`src/zctr_pkg.sv`:
```
// ----------------------------------------------------------------------------
// zctr_pkg: shared types and constants for the zero-cross timestamp rings
// Command and register codes, item structs, bank control structs and the
// reset values of the configuration registers.
// ----------------------------------------------------------------------------
package zctr_pkg;

  // sizes
  localparam int unsigned RING_DEPTH_DEF = 8;
  localparam int unsigned PHASE_CNT      = 3;
  localparam int unsigned IDX_W          = 3;
  localparam int unsigned WORD_W         = 32;

  // configuration reset values
  localparam logic [WORD_W-1:0] TIME_OFFSET_RST  = 32'hFFFF_C389;  // -15479
  localparam logic [WORD_W-1:0] MIN_GAP_RST      = 32'd125000;
  localparam logic [WORD_W-1:0] HALF_CYCLE_RST   = 32'd250000;
  localparam logic [PHASE_CNT-1:0] NEG_PIN_MASK_RST = 3'b000;

  // phase code with no ring behind it
  localparam logic [1:0] PHASE_NONE = 2'd3;

  typedef enum logic [1:0] {
    CMD_EVENT = 2'd0,
    CMD_READ  = 2'd1,
    CMD_CLEAR = 2'd2,
    CMD_NOP   = 2'd3
  } cmd_t;

  typedef enum logic [1:0] {
    CFG_TIME_OFFSET  = 2'd0,
    CFG_MIN_GAP      = 2'd1,
    CFG_HALF_CYCLE   = 2'd2,
    CFG_NEG_PIN_MASK = 2'd3
  } cfg_idx_t;

  typedef enum logic {
    ST_IDLE = 1'b0,
    ST_EXEC = 1'b1
  } state_t;

  typedef struct packed {
    logic [1:0]        cmd;
    logic [1:0]        phase;
    logic              falling;
    logic [WORD_W-1:0] stamp;
    logic [2:0]        slot;
  } in_item_t;

  typedef struct packed {
    logic              rise_stored;
    logic              fall_stored;
    logic [IDX_W-1:0]  wr_index;
    logic [IDX_W-1:0]  rd_index;
    logic [WORD_W-1:0] entry;
  } out_item_t;

  // lookup issued to a bank in the accept cycle
  typedef struct packed {
    logic       en;
    logic       is_read;
    logic [1:0] phase;
    logic [2:0] slot;
  } bank_rd_t;

  // update applied to a bank in the execute cycle
  typedef struct packed {
    logic       commit;
    logic       try_store;
    logic       clear;
    logic [1:0] phase;
    logic [2:0] slot;
  } bank_op_t;

  // bank status seen in the execute cycle
  typedef struct packed {
    logic              stored;
    logic [IDX_W-1:0]  wr_index;
    logic [IDX_W-1:0]  rd_index;
    logic [WORD_W-1:0] entry;
  } bank_rsp_t;

  // keep a phase code inside the pointer arrays
  function automatic logic [1:0] phase_clamp(input logic [1:0] ph);
    return (ph == PHASE_NONE) ? 2'd0 : ph;
  endfunction

endpackage

```
`src/zctr_ram.sv`:
```
// ----------------------------------------------------------------------------
// zctr_ram: generic single-write, single-read synchronous RAM
// One write port and one read port; read data registered, held when idle.
// ----------------------------------------------------------------------------
module zctr_ram #(
  parameter int unsigned WIDTH = 32,
  parameter int unsigned DEPTH = 24
) (
  input  logic                     clk,
  input  logic                     we,
  input  logic [$clog2(DEPTH)-1:0] waddr,
  input  logic [WIDTH-1:0]         wdata,
  input  logic                     re,
  input  logic [$clog2(DEPTH)-1:0] raddr,
  output logic [WIDTH-1:0]         rdata
);

  logic [WIDTH-1:0] mem [DEPTH];
  logic [WIDTH-1:0] rdata_r;

  // write port
  always_ff @(posedge clk) begin
    if (we) begin
      mem[waddr] <= wdata;
    end
  end

  // registered read port
  always_ff @(posedge clk) begin
    if (re) begin
      rdata_r <= mem[raddr];
    end
  end

  assign rdata = rdata_r;

endmodule

```
`src/zctr_bank.sv`:
```
// ----------------------------------------------------------------------------
// zctr_bank: one edge side (rising or falling) of all three phases
// Holds the ring words in a RAM and the write/read pointers in flops.
// Looks up the newest entry (or a read slot), then checks the gap and
// writes the new word back in the execute cycle.
// ----------------------------------------------------------------------------
module zctr_bank #(
  parameter int unsigned RING_DEPTH = zctr_pkg::RING_DEPTH_DEF
) (
  input  logic                          clk,
  input  logic                          rst_n,
  input  logic [zctr_pkg::WORD_W-1:0]   min_gap,
  input  zctr_pkg::bank_rd_t            rd_req,
  input  zctr_pkg::bank_op_t            op,
  input  logic [zctr_pkg::WORD_W-1:0]   word,
  output zctr_pkg::bank_rsp_t           rsp
);

  localparam int unsigned PTR_W     = $clog2(RING_DEPTH);
  localparam int unsigned RAM_DEPTH = zctr_pkg::PHASE_CNT * (2 ** PTR_W);
  localparam int unsigned ADDR_W    = PTR_W + 2;
  localparam int unsigned EXT_W     = PTR_W + 3;
  localparam logic [PTR_W-1:0] PTR_LAST = PTR_W'(RING_DEPTH - 1);

  function automatic logic [PTR_W-1:0] ptr_next(input logic [PTR_W-1:0] p);
    return (p == PTR_LAST) ? '0 : p + 1'b1;
  endfunction

  function automatic logic [PTR_W-1:0] ptr_prev(input logic [PTR_W-1:0] p);
    return (p == '0) ? PTR_LAST : p - 1'b1;
  endfunction

  // pointer file, one set per phase
  logic [PTR_W-1:0]                 wp_r [zctr_pkg::PHASE_CNT];
  logic [PTR_W-1:0]                 rp_r [zctr_pkg::PHASE_CNT];
  logic [zctr_pkg::PHASE_CNT-1:0]   wrap_r;

  logic [1:0]                       rd_ph;
  logic [ADDR_W-1:0]                raddr;
  logic [ADDR_W-1:0]                waddr;
  logic [zctr_pkg::WORD_W-1:0]      rdata;

  logic [1:0]                       ph;
  logic [PTR_W-1:0]                 cur_wp;
  logic [PTR_W-1:0]                 cur_rp;
  logic                             cur_wrap;
  logic [PTR_W-1:0]                 wp_adv;
  logic [PTR_W-1:0]                 rp_adv;
  logic [PTR_W-1:0]                 new_wp;
  logic [PTR_W-1:0]                 new_rp;
  logic [zctr_pkg::WORD_W-1:0]      diff;
  logic                             gap_ok;
  logic                             do_store;
  logic [PTR_W-1:0]                 slot_ptr;
  logic                             slot_ok;
  logic [EXT_W-1:0]                 wp_ext;
  logic [EXT_W-1:0]                 rp_ext;

  // lookup address: newest entry for a store, the slot for a read
  always_comb begin
    rd_ph = zctr_pkg::phase_clamp(rd_req.phase);
    if (rd_req.is_read) begin
      raddr = {rd_ph, PTR_W'(rd_req.slot)};
    end else begin
      raddr = {rd_ph, ptr_prev(wp_r[rd_ph])};
    end
  end

  // gap check and pointer update
  always_comb begin
    ph       = zctr_pkg::phase_clamp(op.phase);
    cur_wp   = wp_r[ph];
    cur_rp   = rp_r[ph];
    cur_wrap = wrap_r[ph];
    diff     = word - rdata;
    gap_ok   = (cur_wp == cur_rp) || (diff >= min_gap);
    do_store = op.commit && op.try_store && !op.clear && gap_ok;
    wp_adv   = ptr_next(cur_wp);
    rp_adv   = (wp_adv == cur_rp) ? ptr_next(wp_adv) : cur_rp;
    if (op.clear) begin
      new_wp = '0;
      new_rp = '0;
    end else if (do_store) begin
      new_wp = wp_adv;
      new_rp = rp_adv;
    end else begin
      new_wp = cur_wp;
      new_rp = cur_rp;
    end
    waddr = {ph, cur_wp};
  end

  always_ff @(posedge clk) begin
    if (!rst_n) begin
      for (int i = 0; i < zctr_pkg::PHASE_CNT; i++) begin
        wp_r[i] <= '0;
        rp_r[i] <= '0;
      end
      wrap_r <= '0;
    end else if (op.commit && op.clear) begin
      for (int i = 0; i < zctr_pkg::PHASE_CNT; i++) begin
        wp_r[i] <= '0;
        rp_r[i] <= '0;
      end
      wrap_r <= '0;
    end else if (do_store) begin
      wp_r[ph] <= wp_adv;
      rp_r[ph] <= rp_adv;
      if (cur_wp == PTR_LAST) begin
        wrap_r[ph] <= 1'b1;
      end
    end
  end

  // ring words
  zctr_ram #(
    .WIDTH (zctr_pkg::WORD_W),
    .DEPTH (RAM_DEPTH)
  ) u_ram (
    .clk   (clk),
    .we    (do_store),
    .waddr (waddr),
    .wdata (word),
    .re    (rd_req.en),
    .raddr (raddr),
    .rdata (rdata)
  );

  // slot was written since clear: ring wrapped once, or slot below write ptr
  always_comb begin
    slot_ptr = PTR_W'(op.slot);
    slot_ok  = (EXT_W'(op.slot) < EXT_W'(RING_DEPTH)) &&
               (cur_wrap || (slot_ptr < cur_wp));
    wp_ext   = EXT_W'(new_wp);
    rp_ext   = EXT_W'(new_rp);
    rsp.stored   = do_store;
    rsp.wr_index = wp_ext[2:0];
    rsp.rd_index = rp_ext[2:0];
    rsp.entry    = slot_ok ? rdata : '0;
  end

endmodule

```
`src/zero_cross_timestamp_ring_unit.sv`:
```
// ----------------------------------------------------------------------------
// zero_cross_timestamp_ring_unit: mains zero-crossing timestamp logger
// Six overwrite-oldest rings (rising and falling for three phases) with a
// minimum-gap filter, derived falling crossings, entry reads and clear.
//
//   channel | direction | handshake          | payload
//   --------+-----------+--------------------+---------------------------
//   in_     | input     | in_valid/in_stall  | in_data  (cmd..slot)
//   out_    | output    | out_valid/out_stall| out_data (stored flags..)
//   cfg_    | input     | cfg_valid/cfg_ready| cfg_index, cfg_data
//
// The accept cycle issues the ring RAM lookup; its registered read data is
// compared and written back in the execute cycle.
// The result register frees the input side while a result waits.
// A stalled output holds the execute cycle until the result register frees.
// Reset (and the clear command) zero the pointers; no RAM sweep is needed.
// ----------------------------------------------------------------------------
module zero_cross_timestamp_ring_unit #(
  parameter int unsigned RING_DEPTH = zctr_pkg::RING_DEPTH_DEF
) (
  input  logic                        clk,
  input  logic                        rst_n,
  input  logic                        in_valid,
  output logic                        in_stall,
  input  zctr_pkg::in_item_t          in_data,
  output logic                        out_valid,
  input  logic                        out_stall,
  output zctr_pkg::out_item_t         out_data,
  input  logic                        cfg_valid,
  output logic                        cfg_ready,
  input  logic [1:0]                  cfg_index,
  input  logic [zctr_pkg::WORD_W-1:0] cfg_data
);

  // configuration registers
  logic signed [zctr_pkg::WORD_W-1:0]  time_offset_r;
  logic [zctr_pkg::WORD_W-1:0]         min_gap_r;
  logic [zctr_pkg::WORD_W-1:0]         half_cycle_r;
  logic [zctr_pkg::PHASE_CNT-1:0]      neg_pin_mask_r;

  // control
  zctr_pkg::state_t                    state_r;
  zctr_pkg::state_t                    state_nxt;
  logic                                in_acc;
  logic                                go;
  logic                                out_valid_r;
  zctr_pkg::out_item_t                 out_data_r;
  zctr_pkg::out_item_t                 out_nxt;

  // item held across the execute cycle
  logic [1:0]                          cmd_r;
  logic [1:0]                          phase_r;
  logic                                falling_r;
  logic [2:0]                          slot_r;
  logic                                phase_ok_r;
  logic                                rise_try_r;
  logic                                fall_try_r;
  logic [zctr_pkg::WORD_W-1:0]         rise_word_r;
  logic [zctr_pkg::WORD_W-1:0]         fall_word_r;

  // accept-side decode
  logic                                phase_ok;
  logic                                own_pin;
  logic                                is_event;
  logic [3:0]                          mask_ext;
  logic [zctr_pkg::WORD_W-1:0]         t_adj;
  logic [zctr_pkg::WORD_W-1:0]         t_half;

  zctr_pkg::bank_rd_t                  rise_rd;
  zctr_pkg::bank_rd_t                  fall_rd;
  zctr_pkg::bank_op_t                  rise_op;
  zctr_pkg::bank_op_t                  fall_op;
  zctr_pkg::bank_rsp_t                 rise_rsp;
  zctr_pkg::bank_rsp_t                 fall_rsp;
  zctr_pkg::bank_rsp_t                 sel_rsp;

  // configuration writes
  assign cfg_ready = 1'b1;

  always_ff @(posedge clk) begin
    if (!rst_n) begin
      time_offset_r  <= zctr_pkg::TIME_OFFSET_RST;
      min_gap_r      <= zctr_pkg::MIN_GAP_RST;
      half_cycle_r   <= zctr_pkg::HALF_CYCLE_RST;
      neg_pin_mask_r <= zctr_pkg::NEG_PIN_MASK_RST;
    end else if (cfg_valid && cfg_ready) begin
      unique case (zctr_pkg::cfg_idx_t'(cfg_index))
        zctr_pkg::CFG_TIME_OFFSET:  time_offset_r  <= cfg_data;
        zctr_pkg::CFG_MIN_GAP:      min_gap_r      <= cfg_data;
        zctr_pkg::CFG_HALF_CYCLE:   half_cycle_r   <= cfg_data;
        zctr_pkg::CFG_NEG_PIN_MASK: neg_pin_mask_r <= cfg_data[zctr_pkg::PHASE_CNT-1:0];
        default: ;
      endcase
    end
  end

  // state machine: next state
  always_comb begin
    state_nxt = state_r;
    unique case (state_r)
      zctr_pkg::ST_IDLE: if (in_acc) state_nxt = zctr_pkg::ST_EXEC;
      zctr_pkg::ST_EXEC: if (go)     state_nxt = zctr_pkg::ST_IDLE;
      default:           state_nxt = zctr_pkg::ST_IDLE;
    endcase
  end

  // state machine: outputs
  always_comb begin
    in_stall = 1'b1;
    go       = 1'b0;
    unique case (state_r)
      zctr_pkg::ST_IDLE: in_stall = 1'b0;
      zctr_pkg::ST_EXEC: go       = !(out_valid_r && out_stall);
      default: ;
    endcase
  end

  assign in_acc = in_valid && !in_stall;

  always_ff @(posedge clk) begin
    if (!rst_n) begin
      state_r <= zctr_pkg::ST_IDLE;
    end else begin
      state_r <= state_nxt;
    end
  end

  // accept decode: adjusted time, derived falling time, target rings
  always_comb begin
    phase_ok = (in_data.phase != zctr_pkg::PHASE_NONE);
    mask_ext = {1'b0, neg_pin_mask_r};
    own_pin  = mask_ext[in_data.phase];
    is_event = phase_ok && (in_data.cmd == zctr_pkg::CMD_EVENT);
    t_adj    = in_data.stamp + $unsigned(time_offset_r);
    t_half   = t_adj - half_cycle_r;

    rise_rd.en      = in_acc && phase_ok;
    rise_rd.is_read = (in_data.cmd == zctr_pkg::CMD_READ) && !in_data.falling;
    rise_rd.phase   = in_data.phase;
    rise_rd.slot    = in_data.slot;

    fall_rd.en      = in_acc && phase_ok;
    fall_rd.is_read = (in_data.cmd == zctr_pkg::CMD_READ) && in_data.falling;
    fall_rd.phase   = in_data.phase;
    fall_rd.slot    = in_data.slot;
  end

  always_ff @(posedge clk) begin
    if (in_acc) begin
      cmd_r       <= in_data.cmd;
      phase_r     <= in_data.phase;
      falling_r   <= in_data.falling;
      slot_r      <= in_data.slot;
      phase_ok_r  <= phase_ok;
      rise_try_r  <= is_event && !in_data.falling;
      fall_try_r  <= is_event && (in_data.falling ? own_pin : !own_pin);
      rise_word_r <= t_adj;
      fall_word_r <= in_data.falling ? t_adj : t_half;
    end
  end

  // bank updates in the execute cycle
  always_comb begin
    rise_op.commit    = go && phase_ok_r;
    rise_op.try_store = rise_try_r;
    rise_op.clear     = (cmd_r == zctr_pkg::CMD_CLEAR);
    rise_op.phase     = phase_r;
    rise_op.slot      = slot_r;

    fall_op.commit    = go && phase_ok_r;
    fall_op.try_store = fall_try_r;
    fall_op.clear     = (cmd_r == zctr_pkg::CMD_CLEAR);
    fall_op.phase     = phase_r;
    fall_op.slot      = slot_r;
  end

  zctr_bank #(
    .RING_DEPTH (RING_DEPTH)
  ) u_rise_bank (
    .clk     (clk),
    .rst_n   (rst_n),
    .min_gap (min_gap_r),
    .rd_req  (rise_rd),
    .op      (rise_op),
    .word    (rise_word_r),
    .rsp     (rise_rsp)
  );

  zctr_bank #(
    .RING_DEPTH (RING_DEPTH)
  ) u_fall_bank (
    .clk     (clk),
    .rst_n   (rst_n),
    .min_gap (min_gap_r),
    .rd_req  (fall_rd),
    .op      (fall_op),
    .word    (fall_word_r),
    .rsp     (fall_rsp)
  );

  // result assembly
  always_comb begin
    sel_rsp = falling_r ? fall_rsp : rise_rsp;
    out_nxt = '0;
    if (phase_ok_r) begin
      out_nxt.rise_stored = rise_rsp.stored;
      out_nxt.fall_stored = fall_rsp.stored;
      out_nxt.wr_index    = sel_rsp.wr_index;
      out_nxt.rd_index    = sel_rsp.rd_index;
      out_nxt.entry       = (cmd_r == zctr_pkg::CMD_READ) ? sel_rsp.entry : '0;
    end
  end

  // result register
  always_ff @(posedge clk) begin
    if (!rst_n) begin
      out_valid_r <= 1'b0;
    end else if (go) begin
      out_valid_r <= 1'b1;
    end else if (out_valid_r && !out_stall) begin
      out_valid_r <= 1'b0;
    end
  end

  always_ff @(posedge clk) begin
    if (go) begin
      out_data_r <= out_nxt;
    end
  end

  assign out_valid = out_valid_r;
  assign out_data  = out_data_r;

endmodule

```
`config.mk`:
```
export PLATFORM = sky130hd
export DESIGN_NAME = zero_cross_timestamp_ring_unit
export DESIGN_NICKNAME = d
export VERILOG_FILES = /design/src/zctr_pkg.sv /design/src/zctr_ram.sv /design/src/zctr_bank.sv /design/src/zero_cross_timestamp_ring_unit.sv
export SDC_FILE = /design/constraint.sdc
export NUM_CORES = 2
export LEC_CHECK = 0
export ABC_CLOCK_PERIOD_IN_PS = 16400
export BUFFER_PORTS_ARGS = -buffer_cell sky130_fd_sc_hd__clkbuf_2
export CAP_MARGIN = 15
export CORE_MARGIN = 3
export CORE_UTILIZATION = 35
export DETAILED_ROUTE_END_ITERATION = 7
export GPL_TIMING_DRIVEN = 0
export PLACE_DENSITY_LB_ADDON = 0.12
export SYNTH_ARGS = -nofsm -noshare
export SYNTH_HDL_FRONTEND = slang
export SYNTH_SLANG_ARGS = --single-unit
```
`constraint.sdc`:
```
create_clock -name clk -period 16.4 [get_ports clk]
set_clock_uncertainty 0.05 [all_clocks]
set_input_delay 3.28 -clock clk [delete_from_list [all_inputs] [get_ports clk]]
set_output_delay 3.28 -clock clk [all_outputs]
set_load 0.1 [all_outputs]
```
==> parameters.txt <==
Parameter                              Value

Cells and area
  Synthesis-to-layout area growth ... 15.0%
  Number of cells in the finished layout apart from fillers ... 9343
  Final nets ... roughly 6.3k
  Proportion of layout cells with a drive suffix above 1 ... between 10 and 15%
  Core occupancy in the finished layout ... 40.5%
  Most frequent standard cell in the layout excluding fill and tap cells ... sky130_fd_sc_hd__edfxtp_1
  Most frequent cells in the layout ... 1763 x sky130_fd_sc_hd__edfxtp_1, 886 x sky130_fd_sc_hd__nand2_1, 301 x sky130_fd_sc_hd__mux2i_1

Yosys
  Post-Syn Nets ... roughly 6.0k
  Portion of netlist area occupied by mux cells ... between 10 and 15%
  Dominant combinational cell family by area after synthesis ... multiplexers
  Number of synthesized flops with an enable pin ... 1763
  Cell Area, Synth ... a little over 0.08 mm^2
  Parity-gate share of the synthesized area counting xor and xnor cells ... 1.28%
  Post-synthesis simple-gate area fraction ... 8.98%
  Async set-or-reset flop fraction in the synthesized netlist ... 0%
  Synthesis warning total ... 0
  Post-Synthesis Cells ... 5658
  Yosys cell types ... 77
  Adder-cell area share of the yosys netlist ... 3.32%
  Portion of the post-synthesis area used by sequential elements ... around two thirds
  Number of synthesized register bits ... 1870
  Primary flip-flop cell chosen by synthesis mapping ... sky130_fd_sc_hd__edfxtp_1
  Mean instance size in the synthesized netlist ... between 10 and 15 um^2
  Synthesized-area fraction occupied by ao, oa, aoi and oai cells ... under 10%

Global routing
  First-pass GRT wire length ... between 300 and 400 mm
  Number of global-route vias before repair ... 48.9k
  Total gr overflow ... 0
  Pin count of the biggest net entering global routing ... 44
  Global-route usage over all layers ... 21.7%
  Initial antenna violation count ... 20

Route
  Detail-routed via count per cell ... 5.39
  Vias after detailed routing ... 50.3k
  Residual DRC count ... 0
  Wirelength per Cell ... approximately 29 um
  Final antenna-violating net count ... 0
  Iteration count of the initial detailed-routing pass ... 6
  DRC violation total after the first TritonRoute iteration ... roughly 5.4k
  Final Routed Wirelength ... around 270 mm

Timing
  Final setup violating endpoints ... 0
  RSZ-0062 raised after global routing ... no
  Max Slew Vio Count ... 0
  Timing-limited maximum frequency ... between 100 and 150 MHz
  Worst Tran Pin Value ... 1280 ps
  Portion of the clock cycle consumed by the worst path in the final layout ... 51.5%
  Worst-case setup margin in the final layout ... 7950 ps
  Setup TNS Final ... 0 ps
  Headroom to the max-slew limit ... 13.9%
  Final Hold Vio Count ... 0
  Post-layout minimum cycle time ... 8450 ps

Setup path
  Count of cell instances traversed by the critical path ... 27
  Startpoint type of the worst setup path ... register
  Reg2Reg Setup Slack ... roughly 8000 ps
  Critical path destination ... u_fall_bank.u_ram.mem[1][14]
  Master of the slowest instance on the critical path ... sky130_fd_sc_hd__edfxtp_1
  Origin of the worst setup path ... fall_word_r[0]
  Crit path kind ... reg2reg
  Maximum net fanout on the critical path ... 25
  Biggest cell delay along the critical path ... 800 ps
  Top cell family by delay on the critical path ... compound AO/OA/AOI/OAI gates
  CP endpoint kind ... register
  Required time at the endpoint of the critical path ... 16930 ps
  Capture instance of the worst register-to-register path ... u_fall_bank.u_ram.mem[1][14]
  Depth of the worst register-to-register path ... 27
  WP buf/inv ... 6
  Critical Path AT ... 8970 ps
  Worst reg2reg path startpoint ... fall_word_r[0]

Floorplan
  Starting utilization of the core area ... 35.2%
  Num ports ... between 100 and 150
  Die W ... 490 um
  Die Outline Area ... 0.240 mm^2
  Core outline area ... 0.233 mm^2
  Vertical die dimension ... between 400 and 500 um
  Floorplan row count ... approximately 180

CTS
  Post-CTS setup buffer count ... 0
  # clock sinks ... 1870
  CTS root buffer ... sky130_fd_sc_hd__clkbuf_16
  Number of buffers inserted by hold repair at cts ... 0
  Clk_lat worst skew ... 850 ps
  Number of buffers between clock root and the deepest sink ... 3
  TritonCTS clock tree ... done
  CTS-repair resized insts ... 0
  Number of levels the H-tree was split into ... 4
  Clock transition time at the flip-flop clock pins of the worst setup and hold paths ... ~60 ps
  Total clock buffers created by CTS ... 196

Pwr
  Worst IR drop on VDD ... roughly 0.00010 V
  Pleak ... between 30 and 40 nW
  Power Density ... 130 mW/mm^2
  Tot Pwr ... 0.0122 W

Place
  Routability congestion estimate from global placement ... 0.903
  DPL Wire Length ... 192 mm
  Setup Slack @ Placement ... 7280 ps
  Number of port buffers ... 119
  Inst Count DP ... approximately 9.0k

Flow run
  Max-cap check violation count ... 0

Run status
  Run status ... complete, no violations

Hold path
  Min-Delay Path Class ... reg2reg
[layer usage]
metal / vias to the layer above / track usage [%] / routed length, um
met3: 280 / 3.30 / 17100
li1: 22375 / - / -
met2: 1747 / 32.8 / 119000
met1: 25930 / 32.8 / 125000
met4: 0 / 5.07 / 5850
met5: - / 0 / 0
[metrics by stage]
step	hold slack (ps)	cell area [um^2]
floorplan	386	82000
global placement	402	86500
detailed placement	408	87900
CTS	417	94100
global route	438	94300
finish	414	94300
[cells in the mapped netlist, types with 77 or more instances]
master	count	share of area, %
sky130_fd_sc_hd__inv_1	173	0.79
sky130_fd_sc_hd__nand2_1	886	4.1
sky130_fd_sc_hd__and3_1	94	0.72
sky130_fd_sc_hd__clkbuf_1	178	0.81
sky130_fd_sc_hd__xnor2_1	85	0.91
sky130_fd_sc_hd__mux4_2	204	5.6
sky130_fd_sc_hd__nor2_1	119	0.54
sky130_fd_sc_hd__nand3_1	276	1.7
sky130_fd_sc_hd__edfxtp_1	1763	65
sky130_fd_sc_hd__mux2i_1	301	3.7
sky130_fd_sc_hd__a21oi_1	138	0.84
sky130_fd_sc_hd__o21ai_0	80	0.49
sky130_fd_sc_hd__dfxtp_1	107	2.6
sky130_fd_sc_hd__a21o_1	77	0.70
sky130_fd_sc_hd__ha_1	211	3.2
[worst min path at each step]
| stage | start | to | slack (ps) | cells after the start |
|---|---|---|---|---|
| after floorplan | u_rise_bank.wrap_r[0] | u_rise_bank.wrap_r[0] | 390 | 2 |
| after global placement | u_rise_bank.wrap_r[1] | u_rise_bank.wrap_r[1] | 400 | 2 |
| after detailed placement | half_cycle_r[6] | half_cycle_r[6] | 410 | 2 |
| after CTS | half_cycle_r[6] | half_cycle_r[6] | 420 | 2 |
| after global routing | half_cycle_r[6] | half_cycle_r[6] | 440 | 2 |
| final | half_cycle_r[29] | half_cycle_r[29] | 410 | 2 |
[registers in the layout, summed over array words and instances, names as in the netlist, 3 cells and up]
signal,flops
out_data,40
u_fall_bank.u_ram.mem,768
neg_pin_mask_r,3
u_rise_bank.wp_r,12
fall_word_r,32
slot_r,3
time_offset_r,32
min_gap_r,32
half_cycle_r,32
u_rise_bank.wrap_r,3
u_fall_bank.rp_r,12
u_fall_bank.wrap_r,3
u_rise_bank.u_ram.mem,768
u_fall_bank.u_ram.rdata,32
rise_word_r,32
u_rise_bank.u_ram.rdata,32
u_rise_bank.rp_r,12
u_fall_bank.wp_r,12
[cells by family after synthesis]
kind of cell / after synthesis
fa+ha+maj: 215
buf+inv: 478
mux: 577
other cells: 1
xor+xnor: 120
simple gates: 1611
flops: 1870
compound gates: 786
[cell type report]
class                           instances  area [um^2]
Timing Repair Buffer                  197         2130
Sequential cell                      1870        55100
Inverter                              173          649
Fill cell                           21655       138000
Buffer                                305         1350
Multi-Input combinational cell       3310        25000
Tap cell                             3132         3920
Clock buffer                          246         5180
Clock inverter                        106          965
Antenna cell                            4         10.0
[power by group]
part / internal, W / switching (W)
combinational: 0.000804 / 0.00146
clock: 0.00242 / 0.00190
sequential: 0.00544 / 0.000214
total: 0.00866 / 0.00358
[worst min-delay path: stages (launching register included)]
cell,delay [ps]
sky130_fd_sc_hd__dfxtp_1,310
sky130_fd_sc_hd__nand2_1,50
sky130_fd_sc_hd__a21boi_0,60
Note: power is estimated with default switching activity, not from simulation.
